**src/rtl/slcd_pkg.sv**
```systemverilog
// ----------------------------------------------------------------------------
// slcd_pkg
// Shared types and constants for the sync, length and CRC deframer.
// ----------------------------------------------------------------------------
package slcd_pkg;

    localparam logic [2:0] KIND_HEADER  = 3'd0;
    localparam logic [2:0] KIND_PAYLOAD = 3'd1;
    localparam logic [2:0] KIND_PASS    = 3'd2;
    localparam logic [2:0] KIND_FAIL    = 3'd3;
    localparam logic [2:0] KIND_REJECT  = 3'd4;

    localparam logic       CFG_SYNC_WORD = 1'b0;
    localparam logic       CFG_CRC_POLY  = 1'b1;

    localparam logic [31:0] CRC_INIT = 32'hFFFF_FFFF;

    typedef enum logic [1:0] {
        PH_HEADER,
        PH_BODY,
        PH_TRAILER
    } phase_t;

    typedef enum logic [2:0] {
        BK_IDLE,
        BK_HDR,
        BK_SHIFT,
        BK_SEARCH
    } back_state_t;

    typedef struct packed {
        logic [2:0]  kind;
        logic [7:0]  data;
        logic        last;
        logic [12:0] flen;
        logic [31:0] rcrc;
        logic [31:0] ccrc;
    } result_t;

    function automatic logic [31:0] crc_byte(input logic [31:0] crc_in,
                                             input logic [7:0] b,
                                             input logic [31:0] poly);
        logic [31:0] c;
        c = crc_in ^ {b, 24'd0};
        for (int i = 0; i < 8; i++) begin
            if (c[31])
            begin
                c = {c[30:0], 1'b0} ^ poly;
            end
            else
            begin
                c = {c[30:0], 1'b0};
            end
        end
        return c;
    endfunction

endpackage

```
**src/rtl/sync_length_crc_deframer.sv**
```systemverilog
// ----------------------------------------------------------------------------
// sync_length_crc_deframer
// Byte stream deframer with sync search, length check and 32-bit CRC check.
// ----------------------------------------------------------------------------
// Body and trailer bytes are handled as they are accepted. A full header window
// is checked and then its bytes are emitted as a run, or, on a bad sync word or
// a length reject, searched for a later sync word, one offset a cycle; the input
// is stalled meanwhile. Results pass through a four-entry queue.
module sync_length_crc_deframer #(
    parameter int HEADER_BYTES   = 16,
    parameter int MAX_BODY_BYTES = 4096
) (
    input  logic        clk,
    input  logic        rst_n,
    input  logic        in_valid,
    output logic        in_stall,
    input  logic [7:0]  data_byte,
    output logic        out_valid,
    input  logic        out_stall,
    output logic [2:0]  result_kind,
    output logic [7:0]  out_byte,
    output logic        last_of_run,
    output logic [12:0] frame_length,
    output logic [31:0] received_crc,
    output logic [31:0] computed_crc,
    input  logic        cfg_valid,
    output logic        cfg_ready,
    input  logic        cfg_index,
    input  logic [31:0] cfg_data
);
    import slcd_pkg::*;

    logic [31:0] sync_reg;
    logic [31:0] poly_reg;
    logic        push;
    logic        full;
    result_t     wdata;
    result_t     rdata;

    assign cfg_ready = 1'b1;

    always_ff @(posedge clk or negedge rst_n)
    begin
        if (!rst_n)
        begin
            sync_reg <= '0;
            poly_reg <= 32'h04C1_1DB7;
        end
        else if (cfg_valid)
        begin
            case (cfg_index)
                CFG_SYNC_WORD: sync_reg <= cfg_data;
                CFG_CRC_POLY:  poly_reg <= cfg_data;
                default:       sync_reg <= sync_reg;
            endcase
        end
    end

    slcd_core #(
        .HEADER_BYTES   (HEADER_BYTES),
        .MAX_BODY_BYTES (MAX_BODY_BYTES)
    ) u_core (
        .clk            (clk),
        .rst_n          (rst_n),
        .in_valid       (in_valid),
        .in_stall       (in_stall),
        .in_byte        (data_byte),
        .sync_word      (sync_reg),
        .crc_polynomial (poly_reg),
        .push           (push),
        .wdata          (wdata),
        .full           (full)
    );

    slcd_result_fifo #(
        .DEPTH (4)
    ) u_fifo (
        .clk   (clk),
        .rst_n (rst_n),
        .push  (push),
        .wdata (wdata),
        .full  (full),
        .valid (out_valid),
        .stall (out_stall),
        .rdata (rdata)
    );

    assign result_kind  = rdata.kind;
    assign out_byte     = rdata.data;
    assign last_of_run  = rdata.last;
    assign frame_length = rdata.flen;
    assign received_crc = rdata.rcrc;
    assign computed_crc = rdata.ccrc;

endmodule

```
**src/rtl/slcd_result_fifo.sv**
```systemverilog
// ----------------------------------------------------------------------------
// slcd_result_fifo
// Small queue of result requests between the deframer core and the output.
// ----------------------------------------------------------------------------
module slcd_result_fifo #(
    parameter int DEPTH = 4
) (
    input  logic             clk,
    input  logic             rst_n,
    input  logic             push,
    input  slcd_pkg::result_t wdata,
    output logic             full,
    output logic             valid,
    input  logic             stall,
    output slcd_pkg::result_t rdata
);
    import slcd_pkg::*;

    localparam int AW = $clog2(DEPTH);

    result_t            mem_reg [DEPTH];
    logic [AW-1:0]      wptr_reg;
    logic [AW-1:0]      rptr_reg;
    logic [AW:0]        count_reg;
    logic               pop;

    assign pop   = valid && !stall;
    assign valid = (count_reg != '0);
    assign full  = (count_reg == (AW+1)'(DEPTH));
    assign rdata = mem_reg[rptr_reg];

    always_ff @(posedge clk)
    begin
        if (push)
        begin
            mem_reg[wptr_reg] <= wdata;
        end
    end

    always_ff @(posedge clk or negedge rst_n)
    begin
        if (!rst_n)
        begin
            wptr_reg  <= '0;
            rptr_reg  <= '0;
            count_reg <= '0;
        end
        else
        begin
            if (push)
            begin
                wptr_reg <= (wptr_reg == AW'(DEPTH - 1)) ? '0 : wptr_reg + 1'b1;
            end
            if (pop)
            begin
                rptr_reg <= (rptr_reg == AW'(DEPTH - 1)) ? '0 : rptr_reg + 1'b1;
            end
            count_reg <= count_reg + (AW+1)'(push) - (AW+1)'(pop);
        end
    end

endmodule

```
**src/rtl/slcd_core.sv**
```systemverilog
// ----------------------------------------------------------------------------
// slcd_core
// Front part takes bytes and classifies them; back part emits header runs,
// body and trailer results, and searches the window for a later sync word.
// ----------------------------------------------------------------------------
module slcd_core #(
    parameter int HEADER_BYTES   = 16,
    parameter int MAX_BODY_BYTES = 4096
) (
    input  logic              clk,
    input  logic              rst_n,
    input  logic              in_valid,
    output logic              in_stall,
    input  logic [7:0]        in_byte,
    input  logic [31:0]       sync_word,
    input  logic [31:0]       crc_polynomial,
    output logic              push,
    output slcd_pkg::result_t wdata,
    input  logic              full
);
    import slcd_pkg::*;

    localparam int WAW = $clog2(HEADER_BYTES);
    localparam int FW  = $clog2(HEADER_BYTES + 1);
    localparam int LW  = $clog2(MAX_BODY_BYTES + 1);
    localparam logic [31:0] MAX_LEN = 32'(MAX_BODY_BYTES);

    logic [7:0]     win_reg [HEADER_BYTES];
    logic [7:0]     win_next [HEADER_BYTES];
    logic [FW-1:0]  fill_reg, fill_next;
    phase_t         phase_reg, phase_next;
    back_state_t    bstate_reg, bstate_next;
    logic [LW-1:0]  left_reg, left_next;
    logic [LW-1:0]  blen_reg, blen_next;
    logic [31:0]    crc_reg, crc_next;
    logic [31:0]    tcrc_reg, tcrc_next;
    logic [WAW-1:0] idx_reg, idx_next;
    logic [FW-1:0]  k_reg, k_next;
    logic           accept;
    logic [31:0]    head_word;
    logic [31:0]    len_word;
    logic [31:0]    k_word;
    logic [31:0]    calc;

    assign head_word = {win_reg[3], win_reg[2], win_reg[1], win_reg[0]};
    assign len_word  = {win_reg[HEADER_BYTES-1], win_reg[HEADER_BYTES-2],
                        win_reg[HEADER_BYTES-3], win_reg[HEADER_BYTES-4]};
    assign k_word    = {win_reg[WAW'(k_reg + 3)], win_reg[WAW'(k_reg + 2)],
                        win_reg[WAW'(k_reg + 1)], win_reg[WAW'(k_reg)]};
    assign calc      = crc_reg ^ CRC_INIT;
    assign in_stall  = (bstate_reg != BK_IDLE) || full;
    assign accept    = in_valid && !in_stall;

    always_comb
    begin
        bstate_next = bstate_reg;
        phase_next  = phase_reg;
        fill_next   = fill_reg;
        left_next   = left_reg;
        blen_next   = blen_reg;
        crc_next    = crc_reg;
        tcrc_next   = tcrc_reg;
        idx_next    = idx_reg;
        k_next      = k_reg;
        for (int i = 0; i < HEADER_BYTES; i++)
        begin
            win_next[i] = win_reg[i];
        end
        push  = 1'b0;
        wdata = '0;
        case (bstate_reg)
            BK_IDLE:
            begin
                if (accept)
                begin
                    case (phase_reg)
                        PH_BODY:
                        begin
                            crc_next   = crc_byte(crc_reg, in_byte, crc_polynomial);
                            push       = 1'b1;
                            wdata.kind = KIND_PAYLOAD;
                            wdata.data = in_byte;
                            wdata.last = 1'b1;
                            wdata.flen = 13'(blen_reg);
                            left_next  = left_reg - 1'b1;
                            if (left_reg == LW'(1))
                            begin
                                phase_next = PH_TRAILER;
                                left_next  = LW'(4);
                                tcrc_next  = '0;
                            end
                        end
                        PH_TRAILER:
                        begin
                            tcrc_next = {in_byte, tcrc_reg[31:8]};
                            left_next = left_reg - 1'b1;
                            if (left_reg == LW'(1))
                            begin
                                push       = 1'b1;
                                wdata.kind = (tcrc_next == calc) ? KIND_PASS : KIND_FAIL;
                                wdata.last = 1'b1;
                                wdata.flen = 13'(blen_reg);
                                wdata.rcrc = tcrc_next;
                                wdata.ccrc = calc;
                                crc_next   = CRC_INIT;
                                phase_next = PH_HEADER;
                                fill_next  = '0;
                            end
                        end
                        default:
                        begin
                            phase_next = PH_HEADER;
                            win_next[WAW'(fill_reg)] = in_byte;
                            fill_next = fill_reg + 1'b1;
                            if (fill_reg == FW'(HEADER_BYTES - 1))
                            begin
                                k_next      = FW'(1);
                                bstate_next = BK_HDR;
                            end
                        end
                    endcase
                end
            end
            BK_HDR:
            begin
                if (head_word != sync_word)
                begin
                    bstate_next = BK_SEARCH;
                end
                else if (len_word > MAX_LEN)
                begin
                    if (!full)
                    begin
                        push        = 1'b1;
                        wdata.kind  = KIND_REJECT;
                        wdata.last  = 1'b1;
                        wdata.flen  = 13'(MAX_BODY_BYTES);
                        bstate_next = BK_SEARCH;
                    end
                end
                else
                begin
                    blen_next   = LW'(len_word);
                    crc_next    = CRC_INIT;
                    idx_next    = '0;
                    bstate_next = BK_SHIFT;
                end
            end
            BK_SHIFT:
            begin
                if (!full)
                begin
                    push       = 1'b1;
                    wdata.kind = KIND_HEADER;
                    wdata.data = win_reg[idx_reg];
                    wdata.flen = 13'(blen_reg);
                    wdata.last = (idx_reg == WAW'(HEADER_BYTES - 1));
                    crc_next   = crc_byte(crc_reg, win_reg[idx_reg], crc_polynomial);
                    idx_next   = idx_reg + 1'b1;
                    if (idx_reg == WAW'(HEADER_BYTES - 1))
                    begin
                        fill_next   = '0;
                        bstate_next = BK_IDLE;
                        if (blen_reg == '0)
                        begin
                            phase_next = PH_TRAILER;
                            left_next  = LW'(4);
                            tcrc_next  = '0;
                        end
                        else
                        begin
                            phase_next = PH_BODY;
                            left_next  = blen_reg;
                        end
                    end
                end
            end
            BK_SEARCH:
            begin
                if (k_reg > FW'(HEADER_BYTES - 4))
                begin
                    fill_next   = '0;
                    bstate_next = BK_IDLE;
                end
                else if (k_word == sync_word)
                begin
                    for (int i = 0; i < HEADER_BYTES; i++)
                    begin
                        win_next[i] = win_reg[WAW'(i + int'(k_reg))];
                    end
                    fill_next   = FW'(HEADER_BYTES) - k_reg;
                    bstate_next = BK_IDLE;
                end
                else
                begin
                    k_next = k_reg + 1'b1;
                end
            end
            default:
            begin
                bstate_next = BK_IDLE;
            end
        endcase
    end

    always_ff @(posedge clk)
    begin
        for (int i = 0; i < HEADER_BYTES; i++)
        begin
            win_reg[i] <= win_next[i];
        end
        idx_reg <= idx_next;
        k_reg   <= k_next;
    end

    always_ff @(posedge clk or negedge rst_n)
    begin
        if (!rst_n)
        begin
            bstate_reg <= BK_IDLE;
            phase_reg  <= PH_HEADER;
            fill_reg   <= '0;
            left_reg   <= '0;
            blen_reg   <= '0;
            crc_reg    <= CRC_INIT;
            tcrc_reg   <= '0;
        end
        else
        begin
            bstate_reg <= bstate_next;
            phase_reg  <= phase_next;
            fill_reg   <= fill_next;
            left_reg   <= left_next;
            blen_reg   <= blen_next;
            crc_reg    <= crc_next;
            tcrc_reg   <= tcrc_next;
        end
    end

endmodule

```
**config.mk**
```make
export PLATFORM = sky130hd
export DESIGN_NAME = sync_length_crc_deframer
export DESIGN_NICKNAME = d
export VERILOG_FILES = /design/src/rtl/slcd_pkg.sv /design/src/rtl/sync_length_crc_deframer.sv /design/src/rtl/slcd_result_fifo.sv /design/src/rtl/slcd_core.sv
export SDC_FILE = /design/constraint.sdc
export NUM_CORES = 2
export LEC_CHECK = 0
export BUFFER_PORTS_ARGS = -buffer_cell sky130_fd_sc_hd__clkbuf_2
export CAP_MARGIN = 20
export CORE_UTILIZATION = 60
export CTS_BUF_LIST = sky130_fd_sc_hd__clkbuf_2 sky130_fd_sc_hd__clkbuf_4 sky130_fd_sc_hd__clkbuf_8
export CTS_CLUSTER_SIZE = 10
export DETAILED_ROUTE_END_ITERATION = 12
export PLACE_DENSITY_LB_ADDON = 0.3
export SLEW_MARGIN = 40
export SYNTH_ARGS = -nofsm -noshare
export SYNTH_HDL_FRONTEND = slang
export SYNTH_HIERARCHICAL = 1
export SYNTH_SLANG_ARGS = --single-unit
```
**constraint.sdc**
```tcl
create_clock -name clk -period 11.38 [get_ports clk]
set_input_delay 0.569 -clock clk [delete_from_list [all_inputs] [get_ports clk]]
set_output_delay 0.569 -clock clk [all_outputs]
set_load 0.01 [all_outputs]
```
==> flow_summary.yaml <==
logic_synthesis:
  synth_area_um2: 44800
  synthCells: 3922
  avgSynthCellArea_um2: 11.4
  synth_top_area_share_pct: 33.0
  synth_area_leaders: "edfxtp_1 (33%), mux4_2 (18%), xnor2_1 (8.8%)"
  dominantRegCellSynth: "edfxtp_1"
  synth-edff-count: 493
  yosysWarningCount: 6
  synth-seq-cells: 663
  syn-num-nets: 4002
  ys_seq_area_share_pct: 42.6
  ys_types: 78
  synthArstFlopShare_pct: 24.4
  yosysTopAreaCell: "edfxtp_1"
clocking:
  cts_tree: "done"
  clk_pin_slew_worst_paths_ns: 0.07
  cts-root-buf: "clkbuf_8"
  clk_latency_ns: 0.77
  cts_max_level: 3
  numCtsBuffers: 107
  clockBufferDepth: 3
  cts_sinks: 663
timing:
  fin_crit_ns: 6.42
  period_share_pct: 56.4
  max_slew_margin_pct: 38.4
  rsz0062_at_grt: "false"
  tightest_slew_ns: 0.922
  fmax_ghz: 0.156
  setup_violations: 0
  fin_worst_skew_ns: 0.0594
  whs_ns: 0.0486
  hold_viol_final: 0
  tns_ns: 0
  maxSlewViolCount: 0
cells_and_area:
  layout_common_cells: "nand2_1 (810), edfxtp_1 (493), xnor2_1 (434)"
  regArea_um2: 19100
  nets: 3978
  multiInputGateArea_um2: 24300
  stdcell_count: 4955
  fillers: 5411
  largest_reg_flops: 356
  final_layout_size_suffix_gt1_share_pct: 23.6
  area_delta_synth_final_pct: 8.00
  final_common_cell: "nand2_1"
min_path:
  hold_class: "input pin to flip-flop"
setup_path:
  crit_fanout: 161
  end_kind: "flip-flop"
  worstPathArrival_ns: 6.79
  required_ns: 11.75
  cp-start-kind: "flip-flop"
  crit_type: "flip-flop to flip-flop"
job:
  maxCapViolCount: 0
global_routing:
  grt_max_degree: 162
  grt_usage_pct: 36.5
  grt_pass1_wl_um: 204000
  overflow: 0
  grt_pass1_vias: 31500
  antenna_found_initial: 7
detailed_routing:
  num_vias: 33700
  ant_nets: 0
  drc: 0
  drtIter0Drc: 5101
  via_per_inst: 6.81
  routed_wl_um: 138000
  routedWlPerCell_um: 27.9
  first_pass_iters: 8
placed_design:
  port_buffers: 136
  dp.cells: 4746
  gp_congestion: 1.06
  dpl.hpwl_um: 92700
floorplanning:
  die_w_um: 275
  fp.dieArea_um2: 75800
  rows: 99
  ioPinCount: 138
  fp.dieH_um: 275
  core_area_um2: 73500
  initial_core_util_pct: 61.0
outcome:
  status: "complete, no violations"
cells by family (layout without fill, tap and decap cells):
kind of cell / count (synthesis) / in the layout / synth area share, %
AND/OR/NAND/NOR: 1198 / 1198 / 11.1
flip-flops: 663 / 663 / 42.6
XOR/XNOR: 585 / 585 / 12.6
multiplexers: 539 / 539 / 22.3
AO/OA/AOI/OAI: 518 / 518 / 6.76
buffers and inverters: 384 / 453 / 3.78
adder cells (fa/ha/maj): 34 / 34 / 0.966
other: 1 / 6 / 0.00837
final cells by class:
class / instances / share of cell area [%]
timing repair buffer: 209 / 2.87
tap: 959 / 2.48
sequential: 663 / 39.4
inverter: 42 / 0.326
clock buffer: 154 / 3.89
multi-input combinational: 2875 / 50.3
clock inverter: 48 / 0.726
antenna: 5 / 0.0258
through the flow:
stage	utilization, %	cell area, um^2	setup WS (ns)
floorplan	-	44800	2.96
global placement	62.5	45900	4.58
detailed placement	62.8	46100	5.20
CTS	65.8	48300	5.14
global route	65.9	48400	4.72
finish	65.9	48400	4.96
synth_stat cells, drive strengths merged, types with 37 or more instances:
master	count
o21ai	236
xor2	99
edfxtp	493
and3	39
nor2	171
buf	110
mux4	355
dfstp	46
mux2	87
clkbuf	232
dfrtp	116
mux2i	97
xnor2	451
nand3	37
a21oi	128
inv	40
nand2	816
final timing paths:
| check | slack (ns) | start | depth (start not counted) | endpoint |
|---|---|---|---|---|
| setup / recovery | 4.96 | u_core/k_reg[1]$_DFFE_PP_ | 16 | u_core/win_reg[8][5]$_DFFE_PP_ |
| hold / removal | 0.05 | out_stall | 2 | u_fifo/rptr_reg[0]$_DFFE_PN0P_ |
| setup reg to reg | 4.96 | u_core/k_reg[1]$_DFFE_PP_ | 16 | u_core/win_reg[8][5]$_DFFE_PP_ |
| hold reg to reg | 0.51 | u_core/left_reg[10]$_DFFE_PN0P_ | 2 | u_core/left_reg[10]$_DFFE_PN0P_ |
| max in group asynchronous | 10.12 | rst_n | 3 | u_fifo/rptr_reg[1]$_DFFE_PN0P_ |
| min in group asynchronous | 0.51 | rst_n | 2 | u_core/crc_reg[18]$_DFFE_PN1P_ |
layer usage:
layer / track usage [%] / up-vias / part of all wire [%] / wire length (um)
met5: 0 / - / 0.033 / 46
met4: 16.2 / 4 / 5.1 / 6980
met3: 13.5 / 450 / 15 / 20700
met2: 52.1 / 2577 / 43 / 59100
met1: 50.2 / 16500 / 37 / 51300
li1: - / 14200 / - / -
worst max-delay path, cell delays in order (launching register included):
cell      delay (ns)
edfxtp_1        0.34
buf_6           0.53
inv_1           0.32
ha_4            0.36
buf_12          0.45
mux4_2          0.60
or2_2           0.29
o21ai_0         0.07
o21ai_0         0.32
xnor2_1         0.27
nand4_1         0.11
nor4_1          0.29
nand2_1         0.14
nand2b_1        0.20
a21oi_2         0.58
buf_4           0.28
a21boi_1        0.62
what timing repair did:
action,CTS,global route
hold buffers,1,0
resized for setup,0,0
hold endpoints to repair,50,0
buffers inserted,0,0
Power is left out: the tool's default activity adds up to more than one toggle a clock period on the data nets, which glitch-free logic cannot reach.
